==> src/rtl/ort_pkg.sv <==
// Shared types and constants of the outstanding request tracker.
`timescale 1ns / 1ps
package ort_pkg;

	localparam int unsigned ID_W   = 64;
	localparam int unsigned GEN_W  = 16;
	localparam int unsigned TMO_W  = 16;
	localparam int unsigned CODE_W = 8;
	localparam int unsigned TIME_W = 32;

	localparam logic [2:0] MODE_BEGIN    = 3'd0;
	localparam logic [2:0] MODE_COMPLETE = 3'd1;
	localparam logic [2:0] MODE_FAIL     = 3'd2;
	localparam logic [2:0] MODE_FAIL_GEN = 3'd3;
	localparam logic [2:0] MODE_TICK     = 3'd4;
	localparam logic [2:0] MODE_REJECT   = 3'd5;

	localparam logic [2:0] ST_OK          = 3'd0;
	localparam logic [2:0] ST_NOT_FOUND   = 3'd1;
	localparam logic [2:0] ST_FAILED      = 3'd2;
	localparam logic [2:0] ST_TIMEOUT     = 3'd3;
	localparam logic [2:0] ST_UNAVAILABLE = 3'd4;
	localparam logic [2:0] ST_FULL        = 3'd5;

	typedef struct packed {
		logic [2:0]        mode;
		logic [ID_W-1:0]   req_id;
		logic [GEN_W-1:0]  generation;
		logic [TMO_W-1:0]  ttl_ms;
		logic [CODE_W-1:0] fail_code;
	} in_item_t;

	typedef struct packed {
		logic [ID_W-1:0]   req_id_res;
		logic [2:0]        status;
		logic [CODE_W-1:0] fail_code_res;
		logic              last;
		logic              any_pending;
	} out_item_t;

	// Token that walks the cell chain: one slot visit per cell per cycle.
	typedef struct packed {
		logic              act;      // operation in flight
		logic [2:0]        mode;
		logic [ID_W-1:0]   key_id;   // search key, or the id given by begin
		logic [GEN_W-1:0]  gen;
		logic [TIME_W-1:0] deadline;
		logic              done;     // begin placed or single removal found
	} tok_t;

	// Per-cell report of what happened at that slot.
	typedef struct packed {
		logic            hit;
		logic [ID_W-1:0] id;
	} cell_rpt_t;

endpackage

==> src/rtl/ort_cell.sv <==
// One table slot: holds an entry and acts on the token passing through it.
`timescale 1ns / 1ps
module ort_cell (
	input  logic                clk,
	input  logic                arst_n,
	input  logic                visit,
	input  logic                clear,
	input  logic [ort_pkg::TIME_W-1:0] now,
	input  ort_pkg::tok_t       tok_in,
	output ort_pkg::tok_t       tok_out,
	output ort_pkg::cell_rpt_t  rpt,
	output logic                valid
);
	logic                         valid_q;
	logic [ort_pkg::ID_W-1:0]     id_q;
	logic [ort_pkg::GEN_W-1:0]    gen_q;
	logic [ort_pkg::TIME_W-1:0]   dl_q;
	logic [ort_pkg::TIME_W-1:0]   diff;
	logic                         take, drop;

	assign diff = now - dl_q;

	always_comb begin
		take = 1'b0;
		drop = 1'b0;
		tok_out = tok_in;
		if (visit && tok_in.act) begin
			case (tok_in.mode)
				ort_pkg::MODE_BEGIN: take = !valid_q && !tok_in.done;
				ort_pkg::MODE_COMPLETE, ort_pkg::MODE_FAIL:
					drop = valid_q && !tok_in.done && (id_q == tok_in.key_id);
				ort_pkg::MODE_FAIL_GEN: drop = valid_q && (gen_q == tok_in.gen);
				ort_pkg::MODE_TICK: drop = valid_q && !diff[ort_pkg::TIME_W-1];
				ort_pkg::MODE_REJECT: drop = valid_q;
				default: ;
			endcase
		end
		if (take || (drop && (tok_in.mode == ort_pkg::MODE_COMPLETE ||
				tok_in.mode == ort_pkg::MODE_FAIL)))
			tok_out.done = 1'b1;
	end

	assign rpt.hit = drop;
	assign rpt.id  = id_q;
	assign valid   = valid_q;

	always_ff @(posedge clk or negedge arst_n) begin
		if (!arst_n) begin
			valid_q <= 1'b0;
		end else if (clear) begin
			valid_q <= 1'b0;
		end else if (take) begin
			valid_q <= 1'b1;
		end else if (drop) begin
			valid_q <= 1'b0;
		end
	end

	always_ff @(posedge clk) begin
		if (take) begin
			id_q  <= tok_in.key_id;
			gen_q <= tok_in.gen;
			dl_q  <= tok_in.deadline;
		end
	end
endmodule

==> config.mk <==
export PLATFORM = sky130hd
export DESIGN_NAME = ort_cell
export DESIGN_NICKNAME = d
export VERILOG_FILES = /design/src/rtl/ort_pkg.sv /design/src/rtl/ort_cell.sv
export SDC_FILE = /design/constraint.sdc
export NUM_CORES = 1
export LEC_CHECK = 0
export BUFFER_PORTS_ARGS = -buffer_cell sky130_fd_sc_hd__buf_2
export CORE_UTILIZATION = 28
export DETAILED_ROUTE_END_ITERATION = 8
export GPL_TIMING_DRIVEN = 0
export PLACE_DENSITY_LB_ADDON = 0.1
export SYNTH_ARGS = -nofsm -noshare
export SYNTH_HDL_FRONTEND = slang
export SYNTH_SLANG_ARGS = --single-unit
==> constraint.sdc <==
create_clock -name clk -period 19.3 [get_ports clk]
set_clock_uncertainty 0.2 [all_clocks]
set_input_delay 1.93 -clock clk [delete_from_list [all_inputs] [get_ports clk]]
set_output_delay 1.93 -clock clk [all_outputs]
set_load 0.02 [all_outputs]
==> results of run 1 <==
-- Yosys cell counts, drive strengths merged --
cell       n  share of area
a31oi      3         0.0031
a2111oi    3         0.0057
a21boi     2         0.0025
buf      117           0.14
nor4      10          0.011
a41o       1         0.0016
a211oi     3         0.0037
inv       51          0.031
o2bb2ai    3         0.0043
ha        30          0.062
nand2b     1         0.0010
nor3       6         0.0057
nor4b      1         0.0014
dfrtp      1         0.0041
edfxtp   112           0.55
nor2b      4         0.0041
xor2      27          0.039
a22o       2         0.0029
a221oi     1         0.0014
nand4     17          0.017
xnor2     36          0.052
a21o       1         0.0012
nand2     12         0.0074
a221o      3         0.0049
nand3      4         0.0033
mux2i      1         0.0016
a222oi     1         0.0016
o22ai      8         0.0082
a21oi     12         0.0099
o21ai      8         0.0066
nor2       7         0.0043
nand4b     1         0.0014
-- worst register-to-register path: stages (launching register included) --
cell	delay, ns
dfrtp_1	0.45
nor4b_2	0.43
buf_4	0.26
buf_6	0.15
buf_4	0.19
buf_4	0.20
buf_4	0.17
buf_4	0.18
-- metrics by stage --
stage	hold WS, ns	setup TNS (ns)
after floorplan	0.530	0
after global placement	0.468	-274.17
after detailed placement	0.488	0
after CTS	0.501	0
after global routing	0.545	0
final	0.483	0
-- state kept, by name, summed over array words and instances (netlist names) --
signal and flops:
dl_q 32, gen_q 16, valid 1, id_q 64
-- layout by cell type (no fill, tap or decap), drive strengths merged --
cell type  count
buf          468
o2bb2ai        3
a21boi         2
clkinv         4
o21ai          8
a21oi         12
nand2         12
nand4         17
clkbuf        17
nor4b          1
nor2b          4
nand3          4
inv           55
xor2          27
ha            30
a221oi         1
a41o           1
mux2i          1
a221o          3
xnor2         36
edfxtp       112
a211oi         3
a2111oi        3
o22ai          8
nor3           6
a21o           1
bufinv         5
a22o           2
nand4b         1
a31oi          3
nor4          10
clkinvlp       2
nor2           7
a222oi         1
dfrtp          1
nand2b         1
-- worst paths after layout --
| kind | end | depth (start not counted) | startpoint |
|---|---|---|---|
| min in group asynchronous | valid | 1 | arst_n |
| hold reg to reg | valid | 1 | valid |
| setup reg to reg | id_q[61] | 7 | valid |
| setup / recovery | rpt[64] | 12 | now[6] |
| max in group asynchronous | valid | 1 | arst_n |
| hold / removal | valid | 1 | valid |
-- cell type report --
class | instances | area share
inverters | 51 | 0.0215
clock inverters | 15 | 0.0259
plain buffers | 117 | 0.0987
clock buffers | 17 | 0.0478
multi-input cells | 208 | 0.185
well taps | 275 | 0.0386
flip-flops and latches | 113 | 0.381
repair buffers | 351 | 0.202
-- report_power, final --
group | leakage (nW) | switching, mW | total, mW | internal (mW)
clock network | 0.313 | 0.120 | 0.351 | 0.231
logic | 2.84 | 0.0501 | 0.0957 | 0.0456
registers | 1.02 | 0.00176 | 0.275 | 0.273
-- metal layers --
metal,GRT usage,vias up
li1,-,2362
met1,0.169,2205
met2,0.259,221
met3,0.0497,20
met4,0.0607,4
met5,0,-
-- logic make-up (layout without fill, tap and decap cells) --
group	count (synthesis)	in the layout	share of synthesized area
and+or+nand+nor	63	63	0.0575
muxes	1	1	0.00164
DFF	113	113	0.556
adders and majority gates	30	30	0.0616
AOI/OAI and AO/OA	51	51	0.0577
buffers and inverters	168	551	0.175
xor gates and xnor gates	63	63	0.0905
==> results.yml, run 1 <==
timing:
  layout_setup_ws_ns: 13.04
  relSlewSlack: 0.699
  finalHoldViolCount: 0
  max_freq_mhz: 160
  rsz0062_at_grt: "false"
  finalMaxSlewViolations: 0
  tightest_slew_ns: 0.448
  setup_viol: 0
  layout_min_cycle_time_ns: 6.26
  finalCritPeriodShare: 0.325
global_route:
  grt_pass1_vias: 4711
  grt_pass1_wl_mm: 24.6
  antenna_found_initial: 2
  grt_max_degree: 17
  grt_usage: 0.150
  grt_overflow: 0
placed_design:
  post-place-cells: 1115
  post_dp_cell_area_sq_mm: 0.00825
  hpwl_mm: 14.3
  gp_congestion: 0.792
  portBuffers: 335
  preCtsSetupSlack_ns: 13.00
synthesis:
  syn_area_sq_mm: 0.00610
  mappedNetlistNets: 672
  synthCells: 489
  ys_ff_latch: 113
  ys_types: 37
  seq_area_frac_synth: 0.556
  syn_area_per_cell_sq_um: 12.5
  yosysWarnings: 0
drt:
  drt-vias-per-instance: 4.20
  vias: 4812
  ant_nets: 0
  m1WireLength_mm: 6.70
  drc: 0
  top_layer_used: "met5"
  drt_pre_antenna_iters: 4
  drt_wl_total_mm: 17.0
  drt_iter0_drc: 109
  routedWlPerCell_um: 14.8
  wl_met3_mm: 1.48
  dr_wl_met2_mm: 8.49
floorplan:
  rows: 53
  die_h_um: 150
  dieArea_sq_mm: 0.0224
  initial_core_util: 0.288
  dieWidth_um: 150
  coreArea_sq_mm: 0.0212
  ios: 336
run:
  cap_violations: 0
final_layout:
  final_area_sq_mm: 0.00890
  fin_cells: 1147
  fillers: 2115
  nNetsFinal: 1042
  multi_input_area_sq_mm: 0.00165
  final_util: 0.421
  regArea_sq_mm: 0.00339
  drive_above_1_share: 0.578
  syn_to_final_growth_pct: 46.0
  insertedDiodeCount: 0
clocking:
  cts_tree: "yes"
  insertion_delay_ns: 0.42
  htree_levels: 4
  post_cts_buffers: 0
  clk_pin_slew_ns: 0.05
  clock_sinks: 113
  cts_resized: 0
  cts_buffers: 17
  cts_buffer_depth: 2
  cts_root_buffer: "clkbuf_16"
  hold_buffers: 0
setup_path:
  critPathMaxStageDelay_ns: 0.30
  arrival_ns: 4.13
  cp_cell_sequence: "buf_2 > ha_1 > a21oi_1 > nor2_1 > a211oi_1 > o21ai_0 > a31oi_1 > mux2i_1 > nand3_1 > a21boi_0 > buf_4 > buf_2"
  crit_fanout: 3
  cp.buffers_inverters: 3
  reg2reg_slack_ns: 16.79
  cp-end-kind: "primary output"
  critPathTopFamily: "compound AO/OA/AOI/OAI gates"
  cp-start-kind: "input pin"
  crit_top_cell: "buf_2"
  critPathRequiredTime_ns: 17.17
  path_class: "in -> out"
  cpMaxStageDelayCell: "ha_1"
power:
  power_uw: 721
  p_leak_nw: 4.17
  ir_worst_vdd_v: 0.0000545
  power_density_mw_per_mm2: 81.0
min_path:
  hold_class: "reg -> reg"
outcome:
  status: "finished clean"
(Power assumes the default switching activity.)
==> inputs of run 2 (changes only) <==
==> constraint.sdc (replaced) <==
create_clock -name clk -period 5.4 [get_ports clk]
set_clock_uncertainty 0.2 [all_clocks]
set_input_delay 0.54 -clock clk [delete_from_list [all_inputs] [get_ports clk]]
set_output_delay 0.54 -clock clk [all_outputs]
set_load 0.02 [all_outputs]
==> run 2 against run 1 <==
Count of clock-buffer cells in the layout up 3. Clock power increased to 3.0 times the previous value. Combinational power grew to 3.6 times the previous value. Sequential power grew to 3.6 times the previous value.
==> results.yml, run 2 (synthesized netlist as in run 1, its figures left out) <==
outcome:
  status: "finished clean"
power:
  seq_power_share: 0.411
  ir_worst_vdd_v: 0.000190
  p_leak_nw: 4.10
  power_mw: 2.39
  internal_power_mw: 1.81
  clkPwrFrac: 0.446
  p_sw_frac: 0.243
  netSwitchingPower_uw: 583
  power_density_mw_per_mm2: 272
  pwr-share-comb: 0.144
setup_path:
  reg2regPathDepth: 10
  cp_cell_sequence: "inv_1 > ha_1 > a21oi_1 > o21ai_0 > a31oi_1 > o21ai_0 > a31oi_1 > mux2i_1 > nand3_1 > a21boi_0 > buf_4 > buf_2"
  cp-startpoint: "dl_q[2]"
  arrival_ns: 2.94
  cp-start-kind: "register"
  critPathTopFamily: "compound AO/OA/AOI/OAI gates"
  critPathMaxStageDelay_ns: 0.36
  path_class: "reg -> out"
  worstReg2RegStart: "dl_q[2]"
  cp.buffers_inverters: 3
  critPathRequiredTime_ns: 4.66
  cp-end-kind: "primary output"
  cpMaxStageDelayCell: "edfxtp_1"
  crit_fanout: 3
  reg2reg_slack_ns: 2.75
  r2r-end: "valid"
final_layout:
  mostFrequentLayoutCells: "buf_2 (335), buf_4 (117), edfxtp_1 (112)"
  syn_to_final_growth_pct: 44.5
  top_register: "id_q"
  nNetsFinal: 1035
  reg_top3: "id_q x64, dl_q x32, gen_q x16"
  largest_reg_flops: 64
  final_util: 0.416
  drive_above_1_share: 0.571
  fin_cells: 1140
  layout_commonest_cell: "buf_2"
timing:
  setup_viol: 0
  relSlewSlack: 0.340
  layout_min_cycle_time_ns: 3.68
  finalCritPeriodShare: 0.682
  finalHoldViolCount: 0
  max_freq_mhz: 271
  finalMaxSlewViolations: 0
  tightest_slew_ns: 0.986
  rsz0062_at_grt: "false"
placed_design:
  post-place-cells: 1107
  hpwl_mm: 13.9
  portBuffers: 335
  gp_congestion: 0.792
floorplan:
  rows: 53
  dieArea_sq_mm: 0.0224
  dieWidth_um: 150
  initial_core_util: 0.288
  ios: 336
  die_h_um: 150
  coreArea_sq_mm: 0.0212
clocking:
  insertion_delay_ns: 0.41
  cts_tree: "yes"
  clock_sinks: 113
  post_cts_buffers: 0
  cts_buffer_depth: 2
  cts_resized: 0
  clk_pin_slew_ns: 0.06
  htree_levels: 4
  cts_buffers: 17
  hold_buffers: 1
  cts_root_buffer: "clkbuf_16"
drt:
  vias: 4811
  ant_nets: 0
  drt_wl_total_mm: 16.7
  routedWlPerCell_um: 14.7
  drt-vias-per-instance: 4.22
  drt_iter0_drc: 177
  drt_pre_antenna_iters: 4
  drc: 0
global_route:
  met3_usage: 0.0534
  use_met2: 0.254
  grt_pass1_wl_mm: 24.4
  grt_util_met1: 0.169
  grt_pass1_vias: 4576
  grt_usage: 0.148
  antenna_found_initial: 1
  grt_max_degree: 17
  grt_overflow: 0
  grt_busiest_layer: "met2"
min_path:
  hold-path-endpoint: "dl_q[23]"
  holdPathStages: 1
  min_from: "tok_in[24]"
  hold_class: "in -> reg"
run:
  cap_violations: 0
-- run 2: changes by cell type in the layout (fill, tap and decap cells not counted), sizes merged, moves of 3 or more --
cell	change
clkinv	+4
bufinv	-3
buf	-8
inv	-4
clkbuf	+3
-- run 2: power groups by stage --
stage | logic, mW | registers [mW] | clock network [mW]
final | 0.344 | 0.983 | 1.07
after global routing | 0.374 | 0.984 | 1.14
after CTS | 0.351 | 0.983 | 1.10
after detailed placement | 0.349 | 1.00 | 0
after global placement | 0.343 | 1.00 | 0
after floorplan | 0.188 | 1.01 | 0
-- run 2: final cells by class --
class | count | area (sq um)
flip-flops and latches | 113 | 3390
fillers | 2075 | 12300
diodes | 1 | 2.50
well taps | 275 | 344
clock buffers | 20 | 437
clock inverters | 11 | 116
plain buffers | 117 | 878
repair buffers | 344 | 1780
multi-input cells | 208 | 1670
inverters | 51 | 191
-- run 2: worst max-delay path by stage --
stage	cells after the start	to	slack (ns)
floorplan	4	tok_out[0]	-0.28
global placement	6	tok_out[0]	-2.35
global route	12	rpt[64]	1.45
finish	12	rpt[64]	1.72
detailed placement	12	rpt[64]	1.80
CTS	12	rpt[64]	1.63
-- run 2: metrics by stage --
step | worst slack (ns) | hold WS (ns) | TNS [ns] | area [sq um]
final | 1.72 | 0.121 | 0 | 8810
after CTS | 1.63 | 0.103 | 0 | 8810
after floorplan | -0.277 | 0.0444 | -0.277 | 6130
after global placement | -2.35 | 0.118 | -184.36 | 8150
after global routing | 1.45 | 0.102 | 0 | 8810
after detailed placement | 1.80 | 0.117 | 0 | 8240
-- run 2: layer usage --
| layer | routed length (um) | vias up |
|---|---|---|
| li1 | - | 2350 |
| met1 | 6560 | 2234 |
| met2 | 8390 | 212 |
| met3 | 1520 | 13 |
| met4 | 208 | 2 |
| met5 | 17 | - |
-- run 2: worst register-to-register path, delay by kind of cell (launching register included) --
| family | cells | cell delay [ns] |
|---|---|---|
| compound gates | 6 | 1.20 |
| simple gates | 1 | 0.19 |
| buf+inv | 1 | 0.08 |
| mux | 1 | 0.26 |
| flops | 1 | 0.36 |
| fa+ha+maj | 1 | 0.24 |
==> inputs of run 3 (changes only) <==
==> constraint.sdc (replaced) <==
create_clock -name clk -period 3.6 [get_ports clk]
set_clock_uncertainty 0.2 [all_clocks]
set_input_delay 0.36 -clock clk [delete_from_list [all_inputs] [get_ports clk]]
set_output_delay 0.36 -clock clk [all_outputs]
set_load 0.02 [all_outputs]
==> run 3 against run 2 <==
Via count rose by 10%. Non-clock buffer count increased by 112. Largest power group unchanged. Largest cell class is now non-clock buffers. Critical path type is now in -> out. Hold slack lost 0.087 ns.
==> results.yml, run 3 (synthesized netlist as in run 1, its figures left out) <==
outcome:
  status: "finished clean"
final_layout:
  layout_commonest_cell: "buf_2"
  fin_cells: 1252
  nNetsFinal: 1147
  largest_reg_flops: 64
  mostFrequentLayoutCells: "buf_2 (335), buf_4 (117), edfxtp_1 (112), dlygate4sd3_1 (112), inv_1 (50)"
  top_register: "id_q"
  fillers: 1941
  syn_to_final_growth_pct: 64.4
  drive_above_1_share: 0.514
  insertedDiodeCount: 0
  reg_top3: "id_q x64, dl_q x32, gen_q x16"
timing:
  max_freq_mhz: 298
  tightest_slew_ns: 0.718
  relSlewSlack: 0.519
  layout_min_cycle_time_ns: 3.35
  rsz0062_at_grt: "false"
  finalHoldViolCount: 0
  finalCritPeriodShare: 0.931
  finalMaxSlewViolations: 0
  setup_viol: 0
global_route:
  grt_pass1_wl_mm: 27.4
  grt_overflow: 0
  antenna_found_initial: 1
  grt_max_degree: 17
  grt_usage: 0.163
  grt_pass1_vias: 5238
setup_path:
  path_class: "in -> out"
  arrival_ns: 2.79
  cp-start-kind: "input pin"
  cp-startpoint: "tok_in[96]"
  cpMaxStageDelayCell: "dlygate4sd3_1"
  worstReg2RegStart: "dl_q[6]"
  cp_cell_sequence: "dlygate4sd3_1 > buf_2 > inv_1 > o2bb2ai_1 > a221o_1 > a2111oi_2 > nand4_1 > nor3_2 > nand4_1 > a21boi_1 > buf_4 > buf_2"
  cp-end-kind: "primary output"
  crit_fanout: 3
  critPathRequiredTime_ns: 3.04
  critPathMaxStageDelay_ns: 0.52
clocking:
  post_cts_buffers: 0
  cts_root_buffer: "clkbuf_16"
  htree_levels: 4
  insertion_delay_ns: 0.41
  cts_buffer_depth: 2
  clk_pin_slew_ns: 0.05
  cts_buffers: 17
  cts_tree: "yes"
  clock_sinks: 113
power:
  power_density_mw_per_mm2: 390
  ir_worst_vdd_v: 0.000271
  p_leak_nw: 4.61
  power_mw: 3.91
drt:
  drc: 0
  drt_pre_antenna_iters: 5
  drt_wl_total_mm: 18.5
  drt_iter0_drc: 184
  vias: 5295
  routedWlPerCell_um: 14.7
  ant_nets: 0
  drt-vias-per-instance: 4.23
placed_design:
  post-place-cells: 1108
  gp_congestion: 0.800
  hpwl_mm: 14.3
  portBuffers: 335
floorplan:
  coreArea_sq_mm: 0.0212
  rows: 53
  ios: 336
  dieWidth_um: 150
  die_h_um: 150
  dieArea_sq_mm: 0.0224
  initial_core_util: 0.288
run:
  cap_violations: 0
min_path:
  min_from: "tok_in[53]"
  hold_class: "in -> reg"
-- run 3: timing repair --
action / 4_1_cts / 5_1_grt
hold buffers: 112 / 0
endpoints found under the hold margin: 112 / 0
endpoints found under the setup margin: 0 / 2
resized for setup: 0 / 5
-- run 3: worst paths after layout --
path,to,slack [ns],cells after the start
worst max-delay path,rpt[64],0.25,12
worst min-delay path,id_q[4],0.03,1
worst max register to register,valid,1.11,10
worst min register to register,valid,0.45,1
max in group asynchronous,valid,3.03,2
min in group asynchronous,valid,0.07,2
-- run 3: cell type report --
cell class / count / area (sq um) / area share
sequential: 113 / 3390 / 0.338
timing repair buffer: 456 / 2900 / 0.290
multi-input combinational: 208 / 1680 / 0.168
buffer: 117 / 878 / 0.0877
clock buffer: 18 / 429 / 0.0428
tap: 275 / 344 / 0.0343
clock inverter: 14 / 203 / 0.0202
inverter: 51 / 191 / 0.0191
-- run 3: worst max-delay path: cells and delay by family --
kind / cells / cell delay, ns
AO/OA/AOI/OAI: 4 / 0.84
AND/OR/NAND/NOR: 3 / 0.60
buffers and inverters: 5 / 0.97
-- run 3: metal layers --
layer / up-vias / GRT usage / part of all wire
met3: 16 / 0.0460 / 0.071
met1: 2484 / 0.182 / 0.39
met2: 213 / 0.296 / 0.53
li1: 2580 / - / -
met4: 2 / 0.0546 / 0.014
met5: - / 0 / 0.00070
-- run 3: report_power, final --
group / total [mW] / switching, mW / internal (mW)
clock: 1.82 / 0.652 / 1.17
combinational: 0.616 / 0.292 / 0.324
sequential: 1.47 / 0.0100 / 1.46
total: 3.91 / 0.954 / 2.96
-- run 3: per-stage QoR --
stage                     hold WS (ns)  worst slack, ns  cell area, sq um   util  setup TNS [ns]
after floorplan                 -0.136            -1.70              6130      -         -142.23
after global placement         -0.0630            -3.78              8150  0.385         -369.09
after detailed placement       -0.0582            0.396              8260  0.390               0
after CTS                       0.0235           0.0596             10000  0.473               0
after global routing            0.0220           0.0228             10000  0.474               0
final                           0.0336            0.248             10000  0.474               0
